===== src/sv/fps_pkg.sv =====
// Shared types and constants for the Fenwick prefix-sum tree.
// Depends on nothing; every other file of the block refers to it by scoped names.
package fps_pkg;

  localparam int unsigned IDX_W        = 14;
  localparam int unsigned DATA_W       = 32;
  // A climbing position can pass the largest index by up to one stride.
  localparam int unsigned POS_W        = IDX_W + 1;
  // Wide enough to compare any position against any legal capacity.
  localparam int unsigned CMP_W        = 22;
  localparam int unsigned CAPACITY_DEF = 16384;

  localparam logic [IDX_W-1:0] SIZE_RESET = 14'd16383;

  localparam logic KIND_ADD   = 1'b0;
  localparam logic KIND_QUERY = 1'b1;

  typedef enum logic [2:0] {
    ST_CLEAR,
    ST_IDLE,
    ST_READ,
    ST_UPDATE,
    ST_DONE
  } fps_state_e;

endpackage


===== src/sv/fps_walker.sv =====
// Walk sequencer: clearing sweep, add and query walks over the tree store,
// and the result register. Depends on fps_pkg; drives fps_tree_mem.
module fps_walker #(
  parameter int unsigned CAPACITY = fps_pkg::CAPACITY_DEF,
  parameter int unsigned AW       = $clog2(CAPACITY)
) (
  input  logic                               clk_i,
  input  logic                               rst_ni,
  input  logic [fps_pkg::IDX_W-1:0]          active_size_i,
  input  logic                               in_valid_i,
  output logic                               in_stall_o,
  input  logic                               kind_i,
  input  logic [fps_pkg::IDX_W-1:0]          index_i,
  input  logic signed [fps_pkg::DATA_W-1:0]  value_i,
  output logic                               out_valid_o,
  input  logic                               out_stall_i,
  output logic signed [fps_pkg::DATA_W-1:0]  prefix_sum_o,
  output logic                               mem_we_o,
  output logic [AW-1:0]                      mem_waddr_o,
  output logic [fps_pkg::DATA_W-1:0]         mem_wdata_o,
  output logic [AW-1:0]                      mem_raddr_o,
  input  logic [fps_pkg::DATA_W-1:0]         mem_rdata_i
);

  localparam int unsigned POS_W = fps_pkg::POS_W;
  localparam int unsigned CMP_W = fps_pkg::CMP_W;
  localparam logic [CMP_W-1:0] CAP_C    = CMP_W'(CAPACITY);
  localparam logic [AW-1:0]    CLR_LAST = AW'(CAPACITY - 1);

  fps_pkg::fps_state_e state_q, state_d;

  logic [POS_W-1:0]           pos_q, pos_d;
  logic [fps_pkg::DATA_W-1:0] val_q, val_d;
  logic [fps_pkg::DATA_W-1:0] acc_q, acc_d;
  logic                       kind_q, kind_d;
  logic [AW-1:0]              clr_q, clr_d;
  logic                       out_valid_q, out_valid_d;
  logic [fps_pkg::DATA_W-1:0] out_data_q, out_data_d;

  logic [POS_W-1:0] low_bit, pos_up, pos_dn;
  logic             pos_in_cap, up_ok, idx_ok, in_fire, out_free;

  assign low_bit    = pos_q & (~pos_q + POS_W'(1));
  assign pos_up     = pos_q + low_bit;
  assign pos_dn     = pos_q & ~low_bit;
  assign pos_in_cap = CMP_W'(pos_q) < CAP_C;
  assign up_ok      = (pos_up <= POS_W'(active_size_i)) && (CMP_W'(pos_up) < CAP_C);
  assign idx_ok     = (index_i != '0) && (index_i <= active_size_i)
                      && (CMP_W'(index_i) < CAP_C);
  assign in_fire    = in_valid_i && (state_q == fps_pkg::ST_IDLE);
  assign out_free   = !out_valid_q || !out_stall_i;

  // Next state.
  always_comb begin
    state_d = state_q;
    unique case (state_q)
      fps_pkg::ST_CLEAR: begin
        if (clr_q == CLR_LAST) state_d = fps_pkg::ST_IDLE;
      end
      fps_pkg::ST_IDLE: begin
        if (in_fire) begin
          if (kind_i == fps_pkg::KIND_QUERY) begin
            state_d = (index_i == '0) ? fps_pkg::ST_DONE : fps_pkg::ST_READ;
          end else if (idx_ok) begin
            state_d = fps_pkg::ST_READ;
          end
        end
      end
      fps_pkg::ST_READ: state_d = fps_pkg::ST_UPDATE;
      fps_pkg::ST_UPDATE: begin
        if (kind_q == fps_pkg::KIND_ADD) begin
          state_d = up_ok ? fps_pkg::ST_READ : fps_pkg::ST_IDLE;
        end else begin
          state_d = (pos_dn == '0) ? fps_pkg::ST_DONE : fps_pkg::ST_READ;
        end
      end
      fps_pkg::ST_DONE: begin
        if (out_free) state_d = fps_pkg::ST_IDLE;
      end
      default: state_d = fps_pkg::ST_IDLE;
    endcase
  end

  // Datapath, memory port and result register.
  always_comb begin
    pos_d       = pos_q;
    val_d       = val_q;
    acc_d       = acc_q;
    kind_d      = kind_q;
    clr_d       = clr_q;
    out_valid_d = out_valid_q;
    out_data_d  = out_data_q;
    mem_we_o    = 1'b0;
    mem_waddr_o = AW'(pos_q);
    mem_wdata_o = mem_rdata_i + val_q;
    mem_raddr_o = AW'(pos_q);
    in_stall_o  = (state_q != fps_pkg::ST_IDLE);

    if (out_valid_q && !out_stall_i) out_valid_d = 1'b0;

    unique case (state_q)
      fps_pkg::ST_CLEAR: begin
        mem_we_o    = 1'b1;
        mem_waddr_o = clr_q;
        mem_wdata_o = '0;
        clr_d       = clr_q + AW'(1);
      end
      fps_pkg::ST_IDLE: begin
        if (in_fire) begin
          pos_d  = POS_W'(index_i);
          val_d  = value_i;
          kind_d = kind_i;
          acc_d  = '0;
        end
      end
      fps_pkg::ST_READ: begin
      end
      fps_pkg::ST_UPDATE: begin
        if (kind_q == fps_pkg::KIND_ADD) begin
          mem_we_o = 1'b1;
          pos_d    = pos_up;
        end else begin
          acc_d = acc_q + (pos_in_cap ? mem_rdata_i : '0);
          pos_d = pos_dn;
        end
      end
      fps_pkg::ST_DONE: begin
        if (out_free) begin
          out_valid_d = 1'b1;
          out_data_d  = acc_q;
        end
      end
      default: begin
      end
    endcase
  end

  always_ff @(posedge clk_i or negedge rst_ni) begin
    if (!rst_ni) begin
      state_q     <= fps_pkg::ST_CLEAR;
      clr_q       <= '0;
      out_valid_q <= 1'b0;
    end else begin
      state_q     <= state_d;
      clr_q       <= clr_d;
      out_valid_q <= out_valid_d;
    end
  end

  always_ff @(posedge clk_i) begin
    pos_q      <= pos_d;
    val_q      <= val_d;
    acc_q      <= acc_d;
    kind_q     <= kind_d;
    out_data_q <= out_data_d;
  end

  assign out_valid_o  = out_valid_q;
  assign prefix_sum_o = out_data_q;

endmodule


===== config.mk =====
export PLATFORM = sky130hd
export DESIGN_NAME = fps_walker
export DESIGN_NICKNAME = d
export VERILOG_FILES = /design/src/sv/fps_pkg.sv /design/src/sv/fps_walker.sv
export SDC_FILE = /design/constraint.sdc
export NUM_CORES = 1
export LEC_CHECK = 0
export BUFFER_PORTS_ARGS = -buffer_cell sky130_fd_sc_hd__buf_2
export CELL_PAD_IN_SITES_DETAIL_PLACEMENT = 1
export CELL_PAD_IN_SITES_GLOBAL_PLACEMENT = 2
export CORE_MARGIN = 8
export CORE_UTILIZATION = 32
export CTS_BUF_LIST = sky130_fd_sc_hd__clkbuf_4
export DETAILED_ROUTE_END_ITERATION = 16
export GPL_TIMING_DRIVEN = 0
export PLACE_DENSITY_LB_ADDON = 0.1
export SYNTH_ARGS = -nofsm -noshare
export SYNTH_HDL_FRONTEND = slang
export SYNTH_SLANG_ARGS = --single-unit
export TNS_END_PERCENT = 5

===== constraint.sdc =====
create_clock -name clk_i -period 3.8 [get_ports clk_i]
set_input_delay 0.38 -clock clk_i [delete_from_list [all_inputs] [get_ports clk_i]]
set_output_delay 0.38 -clock clk_i [all_outputs]
set_load 0.05 [all_outputs]

==> results of run 1 <==
==> worst max path at each step <==
stage                         start         end  cells after the start
after floorplan            pos_q[3]  state_q[0]                     14
after global placement    pos_q[14]   acc_q[29]                     11
after detailed placement  pos_q[14]   acc_q[29]                     11
after CTS                  pos_q[4]  state_q[0]                     14
after global routing       pos_q[3]  state_q[0]                     16
final                      pos_q[3]  state_q[0]                     14
==> area by class of cell <==
class                   count  area, sq um  area share (%)
diodes                      2         5.00          0.0403
plain buffers              54          269            2.17
clock buffers              18          135            1.09
clock inverters            14          260            2.09
inverters                  51          191            1.54
multi-input cells         837         5800            46.7
flip-flops and latches    130         3810            30.7
well taps                 396          495            3.99
repair buffers            239         1450            11.7
==> power groups by stage <==
stage	combinational [W]	clock [W]	sequential [W]
5_1_grt	0.00544	0.00141	0.00213
4_1_cts	0.00494	0.00137	0.00210
2_1_floorplan	0.00346	0	0.00206
3_5_place_dp	0.00474	0	0.00214
3_3_place_gp	0.00468	0	0.00215
6_report	0.00500	0.00133	0.00210
==> layout by cell type (no fill, tap or decap), types with 11 or more instances in the layout <==
cell type      netlist  routed
a211oi_1            14      11
a21o_1              34      34
a21oi_1             62      55
a31oi_1             14      12
and3_1              11      11
buf_2                2     184
buf_4               14      35
clkbuf_1            34      27
clkbuf_4             0      20
dfrtp_1             18      18
dlygate4sd3_1        0      33
edfxtp_1           112     112
ha_1                90      85
inv_1               51      50
nand2_1            120     118
nand2b_1            14      14
nand3_1             21      21
nand4_1             17      17
nor2_1             101     101
nor2b_1             40      39
nor3_1              33      31
o21a_1              17      15
o21ai_0             59      52
or3_1               13      12
xnor2_1             36      36
xor2_1              16      16
==> registers in the layout (all words and copies together), names as in the netlist <==
name	cells
prefix_sum_o	32
clr_q	14
val_q	32
acc_q	32
pos_q	15
kind_q	1
state_q	3
out_valid_o	1
==> critical path, cell delays in order, from the launching register on <==
cell,delay (ps)
edfxtp_1,430
or3_4,440
or3_1,320
buf_4,170
a21oi_4,190
o21ai_4,100
o21a_4,240
a221o_1,380
ha_4,300
o21ai_0,80
nand2b_1,80
a21oi_1,80
or3_4,410
a211o_1,280
a31oi_1,170
==> timing repair <==
action / CTS / global route
endpoints found under the setup margin: 30 / 35
buffers inserted: 11 / 2
hold buffers: 33 / 0
hold endpoints to repair: 50 / 0
pin swaps: 5 / 16
resized for setup: 35 / 40
==> kinds of logic after synthesis <==
family	count (synthesis)	synth area share, %
AND/OR/NAND/NOR	407	20.1
AO/OA/AOI/OAI	275	18.6
flip-flops	130	38.9
buffers and inverters	106	4.62
adder cells (fa/ha/maj)	93	12.0
XOR/XNOR	52	4.65
multiplexers	10	1.05
==> metrics by stage <==
| stage | hold WS (ps) | utilization, % | TNS, ps |
|---|---|---|---|
| 3_3_place_gp | 360 | 37.1 | -21180 |
| 6_report | 63.0 | 40.9 | 0 |
| 4_1_cts | 5.31 | 40.4 | -177 |
| 2_1_floorplan | 84.4 | - | 0 |
| 3_5_place_dp | 347 | 37.3 | -7800 |
| 5_1_grt | 16.8 | 40.9 | -1030 |
==> metal layers <==
metal	vias to the layer above	track usage, %	routed length, um
met1	4333	25.2	16600
met3	33	3.17	1160
met4	0	4.89	588
li1	4447	-	-
met5	-	0	0
met2	142	31.5	16400
==> flow_summary.rst, run 1 <==
.. list-table::
   :header-rows: 1

   * - Metric
     - Value
   * - Worst Reg-to-Reg Cells
     - 14
   * - Total clock sinks
     - 130
   * - Area inside the core boundary
     - a little over 0.03 sq mm
   * - Clock power frac
     - between 15 and 20%
   * - Count of fill cells added during filler insertion
     - 3590
   * - Clock tree from TritonCTS
     - yes
   * - Share of flip-flops with an asynchronous set or reset after synthesis
     - 13.8%
   * - Switching share of total power
     - roughly 50%
   * - Net count of the mapped netlist
     - 1262
   * - Count of state elements after synthesis
     - 130
   * - Number of global-route vias before repair
     - between 9000 and 10000
   * - Global router's overall resource usage
     - about a fifth
   * - Drt initial violations
     - 325
   * - Min cycle time layout
     - 3770 ps
   * - Routability cong.
     - 0.789
   * - Buffers from clock root to sink, at most
     - 2
   * - Global route overflow
     - 0
   * - Sequential share of power
     - around 25%
   * - Unrepaired setup endpoints after global routing
     - true
   * - Number of antenna violations at the first check in global routing
     - 1
   * - Synth Area per Inst
     - roughly 9 sq um
   * - Critical path startpoint category
     - flip-flop
   * - Switching pwr
     - roughly 0.0042 W
   * - Post-synthesis instance area
     - ~0.0098 sq mm
   * - Boundary pin count
     - ~190
   * - Pre-CTS setup slack
     - -967 ps
   * - Biggest fanout along the worst timing path
     - 7
   * - Total Die Area
     - ~0.036 sq mm
   * - Critical Setup Path Class
     - flip-flop to flip-flop
   * - Critical register-to-register path endpoint
     - state_q[0]
   * - Floorplan die width
     - ~190 um
   * - CTS clock-pin slew for the worst setup and hold paths
     - 140 ps
   * - Final setup slack of the worst path
     - approximately 28 ps
   * - Most common library cells after synthesis
     - nand2_1, edfxtp_1, nor2_1, ha_1, a21oi_1
   * - P&R area growth vs syn
     - 26.9%
   * - Clock insertion delay at the later pin of the skew report
     - 580 ps
   * - Die outline height
     - roughly 190 um
   * - Worst Hold Launch
     - kind_i
   * - Instance count after placement with tap cells included
     - about 1700
   * - Crit path capture type
     - flip-flop
   * - Starting utilization of the core area
     - between 30% and 40%
   * - Drt pass-1 iters
     - 4
   * - Number of vias per cell after detailed routing
     - a little over 5
   * - Root Buffer
     - clkbuf_4
   * - Fin area
     - approximately 0.012 sq mm
   * - Number of maximum-capacitance constraint violations
     - 0
   * - Share of cells above drive strength 1
     - 23.2%
   * - Max-Slew Margin vs Limit
     - 36.8%
   * - Transition time at the pin with the least slew margin
     - between 900 and 1000 ps
   * - Detailed-route wire length per cell
     - roughly 20 um
   * - Max Clock Freq
     - ~270 MHz
   * - Tcrit/Tclk final
     - between 90% and 100%
   * - Cell internal power dissipation
     - ~0.0042 W
   * - Cell leakage power
     - around 5.4 nW
   * - Required time of the worst setup path
     - 4290 ps
   * - Total power density per cell area
     - 678 mW/mm^2
   * - Worst hold-check path type
     - input port to flip-flop
   * - Total number of vias
     - just under 9000
   * - Final setup violating endpoints
     - 0
   * - Most used flip-flop cell after synthesis
     - edfxtp_1
   * - Worst min-delay path endpoint
     - kind_q
   * - Run status
     - complete, no violations
   * - Worst hold path cell count
     - 1
   * - Cell with the most instances after synthesis
     - nand2_1
   * - Worst IR drop on VDD
     - ~0.53 mV
   * - Level count of the clock H-tree
     - 4
   * - Source of the worst register-to-register timing path
     - pos_q[3]
   * - DP HPWL
     - between 20000 and 30000 um
   * - Clock Skew
     - roughly 27 ps
   * - Total DRC errors in the routed layout
     - 0
   * - Synth cell types
     - slightly below 70
   * - Slew Limit Fails
     - 0
   * - Arrival time of data at the critical path endpoint
     - 4270 ps
   * - Nets@finish
     - 1519
   * - Maximum number of pins on one net before global-route repair
     - 34
   * - Post-synth top area share
     - about 34%
   * - TritonCTS buffer count
     - 17
   * - Non-filler cells, final
     - approximately 1700
   * - Total power
     - about 0.0084 W
   * - Top post-synthesis cells by area
     - edfxtp_1, ha_1, dfrtp_1
   * - I/O Buffers
     - around 190
   * - Gate power share
     - roughly three fifths
   * - Hold violation count in the final report
     - 0
   * - Floorplan row count
     - 64
   * - Register area share after synthesis
     - between 30% and 40%
   * - Area leader, netlist
     - edfxtp_1
   * - DP Area
     - approximately 0.011 sq mm
   * - Register-to-Register Setup Slack
     - between 20 and 30 ps
   * - First-pass GRT wire length
     - between 50000 and 60000 um
   * - Number of warning messages in the yosys log
     - 0
   * - Number of nets with antenna violations after detailed routing
     - 0
   * - Routed WL
     - approximately 35000 um
   * - Number of enable flip-flop cells after synthesis
     - around 110
   * - Mapped Cells
     - roughly 1100
Note: power is estimated with default switching activity, not from simulation.
==> run 2, diff against run 1 <==
- RECOVER_POWER: unset -> 50
==> run 2 against run 1 <==
Net effect: sequential share of layout area grew 0.23 points; global-route usage is the same; cell count is the same; non-clock buffer count is the same; clock skew is essentially flat; die area is the same; wire length grew 0.12%; largest power group unchanged.
==> flow_summary.rst, run 2 (synthesis gave the netlist of run 1 again) <==
.. list-table::
   :header-rows: 1

   * - Metric
     - Value
   * - Run status
     - complete, no violations
   * - Floorplan die width
     - 191 um (unchanged)
   * - Nets@finish
     - 1519 (unchanged)
   * - P&R area growth vs syn
     - 25.9%
   * - Number of global-route vias before repair
     - 9422 (unchanged)
   * - Critical path startpoint category
     - flip-flop
   * - Hold violation count in the final report
     - 0 (unchanged)
   * - CP dominant cell by count
     - or3_4
   * - Clock tree from TritonCTS
     - yes
   * - Total Die Area
     - 0.0365 sq mm (unchanged)
   * - TritonCTS buffer count
     - 17 (unchanged)
   * - Number of vias per cell after detailed routing
     - 5.16 (+0.27%)
   * - Total power
     - 0.00841 W (-0.11%)
   * - Routed WL
     - 34800 um (+0.12%)
   * - Buffers from clock root to sink, at most
     - 2 (unchanged)
   * - Final setup violating endpoints
     - 0 (unchanged)
   * - Biggest cell delay along the critical path
     - 440 ps (about the same)
   * - Worst IR drop on VDD
     - 0.533 mV (about the same)
   * - Clock insertion delay at the later pin of the skew report
     - 580 ps (about the same)
   * - Min cycle time layout
     - 3770 ps (+2.22 ps)
   * - Total number of vias
     - 8979 (+0.27%)
   * - Maximum number of pins on one net before global-route repair
     - 34 (unchanged)
   * - Drt initial violations
     - 336 (+3.4%)
   * - Highest-count cells in the layout ignoring fill and taps
     - buf_2, nand2_1, edfxtp_1
   * - Level count of the clock H-tree
     - 4 (unchanged)
   * - Number of nets with antenna violations after detailed routing
     - 0 (unchanged)
   * - Unrepaired setup endpoints after global routing
     - true
   * - Detailed-route wire length per cell
     - 20.0 um (+0.12%)
   * - Cell with the largest stage delay on the worst path
     - or3_4
   * - Required time of the worst setup path
     - 4290 ps (about the same)
   * - Number of maximum-capacitance constraint violations
     - 0 (unchanged)
   * - Max Clock Freq
     - 265 MHz (about the same)
   * - Transition time at the pin with the least slew margin
     - 1420 ps (+474 ps)
   * - Number of antenna violations at the first check in global routing
     - 1 (unchanged)
   * - First-pass GRT wire length
     - 53700 um (unchanged)
   * - Total clock sinks
     - 130 (unchanged)
   * - Floorplan row count
     - 64 (unchanged)
   * - Arrival time of data at the critical path endpoint
     - 4270 ps (about the same)
   * - Share of cells above drive strength 1
     - 19.2% (-4.0 points)
   * - Max-Slew Margin vs Limit
     - 5.21% (-32 points)
   * - Total DRC errors in the routed layout
     - 0 (unchanged)
   * - Root Buffer
     - clkbuf_4
   * - DP HPWL
     - 27200 um (unchanged)
   * - Global route overflow
     - 0 (unchanged)
   * - Global router's overall resource usage
     - 19.0% (unchanged)
   * - Count of fill cells added during filler insertion
     - 3607 (+0.47%)
   * - Total power density per cell area
     - 682 mW/mm^2 (+0.64%)
   * - Die outline height
     - 191 um (unchanged)
   * - CTS clock-pin slew for the worst setup and hold paths
     - 140 ps (about the same)
   * - Cell leakage power
     - 5.22 nW (-2.8%)
   * - Starting utilization of the core area
     - 32.3% (unchanged)
   * - Biggest fanout along the worst timing path
     - 7 (unchanged)
   * - Crit path capture type
     - flip-flop
   * - Slew Limit Fails
     - 0 (unchanged)
   * - I/O Buffers
     - 191 (unchanged)
   * - Boundary pin count
     - 192 (unchanged)
   * - Tcrit/Tclk final
     - 99.3% (about the same)
   * - Sum of negative setup slack
     - 0 ps (unchanged)
   * - Most common cell after layout, fill and taps aside
     - buf_2
   * - Worst hold-check path type
     - input port to flip-flop
   * - Routability cong.
     - 0.789 (unchanged)
   * - Critical Setup Path Class
     - flip-flop to flip-flop
   * - Area inside the core boundary
     - 0.0303 sq mm (unchanged)
   * - Drt pass-1 iters
     - 4 (unchanged)
   * - Clock Skew
     - 26.7 ps (-0.426 ps)
   * - Ordered cell list for the critical path
     - or3_4, or3_1, buf_4, a21oi_4, o21ai_4, o21a_4, a221o_1, ha_4, o21ai_0, nand2b_1, a21oi_1, or3_4, a211o_1, a31oi_1
[run 2: final cells by class]
cell class	count	area, sq um	area share [%]
timing repair buffer	239	1370	11.1
clock inverter	14	260	2.11
tap	396	495	4.02
buffer	54	269	2.18
antenna	2	5.00	0.0406
inverter	51	191	1.55
multi-input combinational	837	5790	47.0
clock buffer	18	135	1.10
sequential	130	3810	30.9
[run 2: final timing paths]
kind	cells after the start	startpoint	slack, ps	to
max	14	pos_q[3]	30	state_q[0]
min	3	index_i[1]	100	pos_q[1]
max reg2reg	14	pos_q[3]	30	state_q[0]
min reg2reg	0	acc_q[12]	470	prefix_sum_o[12]
max in group asynchronous	2	rst_ni	2640	clr_q[11]
min in group asynchronous	2	rst_ni	500	state_q[2]
[run 2: layer usage]
layer	global-route usage, %	wire (um)
met1	25.2	16700
met2	31.5	16400
met3	3.17	1150
met4	4.89	625
met5	0	0
[run 2: power by group]
group	total [W]	internal, W	switching (W)
registers	0.00210	0.00191	0.000187
clock network	0.00133	0.000726	0.000600
logic	0.00499	0.00154	0.00345
[run 2: what timing repair did]
action | in CTS | in global routing
pin swaps | 5 | 16
endpoints found under the setup margin | 30 | 35
hold endpoints to repair | 50 | 0
hold buffers | 33 | 0
resized for setup | 35 | 40
setup buffers | 11 | 2
[run 2: stage by stage]
step	cells	area, sq um	setup WS, ps	util [%]	hold WS, ps
2_1_floorplan	1073	9790	247	-	84.4
5_1_grt	1741	12300	-115	40.6	75.3
3_3_place_gp	1660	11200	-925	37.1	360
4_1_cts	1737	12300	-84.9	40.4	5.31
3_5_place_dp	1662	11300	-967	37.3	347
6_report	1741	12300	25.7	40.6	96.9
[run 2: critical path: cells and delay by family (launching register included)]
kind                     cells  cell delay (ps)
buffers and inverters        1              170
flip-flops                   1              430
AO/OA/AOI/OAI                8             1530
AND/OR/NAND/NOR              4             1250
adder cells (fa/ha/maj)      1              300
==> run 3, diff against run 2 <==
--- a/config.mk
+++ b/config.mk
@@ -9,5 +9,4 @@
 export CELL_PAD_IN_SITES_DETAIL_PLACEMENT = 1
 export CELL_PAD_IN_SITES_GLOBAL_PLACEMENT = 2
-export CORE_MARGIN = 8
 export CORE_UTILIZATION = 32
 export CTS_BUF_LIST = sky130_fd_sc_hd__clkbuf_4
==> constraint.sdc (replaced) <==
create_clock -name clk_i -period 3.8 [get_ports clk_i]
set_input_delay 0.76 -clock clk_i [delete_from_list [all_inputs] [get_ports clk_i]]
set_output_delay 0.76 -clock clk_i [all_outputs]
set_load 0.05 [all_outputs]
==> run 3 against run 2 <==
Net effect: the run now ends with setup timing left; via count decreased by 1.1%; register-to-register slack got worse by 40 ps; total power decreased by 1.7%; clock power decreased by 18%; count of clock-buffer cells in the layout decreased by 1; sequential share of layout area increased by 0.39 points; first-iteration DRC count increased by 27%; design area decreased by 1.2%; sequential cell count unchanged; worst hold slack improved by 220 ps; combinational power increased by 2%; highest routed layer unchanged.
==> flow_summary.rst, run 3 (synthesis gave the netlist of run 1 again) <==
.. list-table::
   :header-rows: 1

   * - Metric
     - Value
   * - Routability cong.
     - 0.833 (+5.7%)
   * - Max-Slew Margin vs Limit
     - 16.4% (+11 points)
   * - Arrival time of data at the critical path endpoint
     - 3130 ps (-1140 ps)
   * - Boundary pin count
     - 192 (unchanged)
   * - Global route overflow
     - 0 (unchanged)
   * - Drt pass-1 iters
     - 4 (unchanged)
   * - Clock tree from TritonCTS
     - yes
   * - First-pass GRT wire length
     - 51000 um (-5.1%)
   * - TritonCTS buffer count
     - 17 (unchanged)
   * - Met1 usage in global routing
     - 28.8% (+3.6 points)
   * - Number of global-route vias before repair
     - 9041 (-4.0%)
   * - Die outline height
     - 177 um (-7.3%)
   * - Final setup violating endpoints
     - 9 (+9)
   * - Max Clock Freq
     - 257 MHz (-2.9%)
   * - Slew Limit Fails
     - 0 (unchanged)
   * - Total power density per cell area
     - 679 mW/mm^2 (-0.44%)
   * - Met2 global-route usage
     - 35.9% (+4.5 points)
   * - Tcrit/Tclk final
     - 102% (+2.9 points)
   * - Number of vias per cell after detailed routing
     - 5.20 (+0.80%)
   * - Number of maximum-capacitance constraint violations
     - 0 (unchanged)
   * - Floorplan die width
     - 177 um (-7.3%)
   * - Crit path capture type
     - output port
   * - Detailed-route wire length per cell
     - 19.4 um (-3.0%)
   * - Required time of the worst setup path
     - 3040 ps (-1250 ps)
   * - DP Area
     - 0.0113 sq mm (-0.27%)
   * - Hold violation count in the final report
     - 0 (unchanged)
   * - Biggest fanout along the worst timing path
     - 6 (-1)
   * - Clock insertion delay at the later pin of the skew report
     - 590 ps (about the same)
   * - Run status
     - finished with violations
   * - Grt peak-use layer
     - met2
   * - Maximum number of pins on one net before global-route repair
     - 34 (unchanged)
   * - Unrepaired setup endpoints after global routing
     - true
   * - Starting utilization of the core area
     - 32.8% (+0.51 points)
   * - Critical Setup Path Class
     - flip-flop to output port
   * - Final setup slack of the worst path
     - -85.1 ps (-111 ps)
   * - Routed WL
     - 33200 um (-4.8%)
   * - Level count of the clock H-tree
     - 4 (unchanged)
   * - P&R area growth vs syn
     - 24.3%
   * - Violations in the final reports
     - setup timing
   * - Total power
     - 0.00827 W (-1.7%)
   * - Number of nets with antenna violations after detailed routing
     - 0 (unchanged)
   * - Drt initial violations
     - 427 (+27%)
   * - Worst hold margin
     - 316 ps (+220 ps)
   * - Highest-count cells in the layout ignoring fill and taps
     - buf_2, nand2_1, edfxtp_1
   * - CTS clock-pin slew for the worst setup and hold paths
     - 150 ps (about the same)
   * - Worst hold-check path type
     - input port to asynchronous set/reset pin
   * - Total DRC errors in the routed layout
     - 0 (unchanged)
   * - Total number of vias
     - 8879 (-1.1%)
   * - Met3 global-route usage
     - 2.86% (-0.32 points)
   * - Min cycle time layout
     - 3890 ps (+111 ps)
   * - Count of fill cells added during filler insertion
     - 3517 (-2.5%)
   * - Share of cells above drive strength 1
     - 23.3% (+4.1 points)
   * - Area inside the core boundary
     - 0.0299 sq mm (-1.6%)
   * - Cell leakage power
     - 5.14 nW (-1.5%)
   * - Number of hold-repair buffers added at the cts stage
     - 0 (-100%)
   * - Total clock sinks
     - 130 (unchanged)
   * - Total Die Area
     - 0.0313 sq mm (-14%)
   * - Root Buffer
     - clkbuf_4
   * - Critical path startpoint category
     - flip-flop
   * - I/O Buffers
     - 191 (unchanged)
   * - Buffers from clock root to sink, at most
     - 2 (unchanged)
   * - Most common cell after layout, fill and taps aside
     - buf_2
   * - Nets@finish
     - 1493 (-1.7%)
   * - Transition time at the pin with the least slew margin
     - 1250 ps (-168 ps)
   * - Worst IR drop on VDD
     - 0.457 mV (-14%)
   * - Clock Skew
     - 27.8 ps (+1.04 ps)
   * - Number of antenna violations at the first check in global routing
     - 1 (unchanged)
   * - Fin area
     - 0.0122 sq mm (-1.2%)
   * - Floorplan row count
     - 63 (-1.6%)
   * - Global router's overall resource usage
     - 21.4% (+2.5 points)
   * - DP HPWL
     - 25900 um (-5.0%)
==> run 3: changes by cell type in the layout (fill, tap and decap cells not counted), moves of 5 or more <==
cell           delta
ha_4              +6
buf_6             +9
dlygate4sd3_1    -33
ha_1              -7
clkbuf_1         -13
buf_4            +13
o21ai_0           -5
==> run 3: cell type report <==
type                       instances  area, sq um  area share [%]
antenna                            1         2.50          0.0206
buffer                            53          275            2.26
clock buffer                      17          128            1.05
clock inverter                    15          180            1.48
inverter                          51          191            1.57
multi-input combinational        837         5950            48.8
sequential                       130         3810            31.3
tap                              390          488            4.01
timing repair buffer             214         1150            9.46
==> run 3: path summary, 6_finish.rpt <==
| check | slack (ps) | depth (start not counted) | to | startpoint |
|---|---|---|---|---|
| setup / recovery | -90 | 10 | mem_wdata_o[28] | val_q[15] |
| hold / removal | 320 | 1 | clr_q[4] | rst_ni |
| setup reg to reg | -10 | 14 | state_q[0] | pos_q[4] |
| hold reg to reg | 460 | 0 | prefix_sum_o[11] | acc_q[11] |
| max in group asynchronous | 2820 | 1 | clr_q[10] | rst_ni |
| min in group clk_i | 330 | 1 | val_q[29] | value_i[29] |
==> run 3: what timing repair did <==
| action | in CTS | in global routing |
|---|---|---|
| endpoints found under the setup margin | 61 | 43 |
| buffers inserted | 14 | 8 |
| pin swaps | 11 | 23 |
| resized for setup | 73 | 62 |
==> run 3: report_power, final <==
part | internal [W] | switching (W)
combinational | 0.00163 | 0.00345
sequential | 0.00191 | 0.000191
clock | 0.000462 | 0.000630
==> run 3: routing by layer <==
layer / part of all wire (%) / wire (um)
met2: 48 / 16000
met1: 47 / 15600
met3: 3.1 / 1030
met4: 1.8 / 582
met5: 0 / 0
==> run 3: worst max-delay path, stage by stage (launching register included) <==
cell,delay (ps)
edfxtp_1,400
ha_2,330
a21oi_2,190
inv_1,100
o41ai_4,370
o21ai_1,150
o21ai_2,260
a31oi_4,140
o21a_1,200
nor3_2,200
buf_6,190
==> run 3: stage by stage <==
| stage | setup TNS [ps] | instances | setup WS (ps) | util (%) |
|---|---|---|---|---|
| 2_1_floorplan | -1890 | 1073 | -387 | - |
| 3_3_place_gp | -21610 | 1654 | -908 | 37.6 |
| 3_5_place_dp | -13370 | 1655 | -912 | 37.7 |
| 4_1_cts | -1640 | 1699 | -197 | 40.0 |
| 5_1_grt | -4410 | 1708 | -271 | 40.8 |
| 6_report | -410 | 1708 | -85.1 | 40.8 |
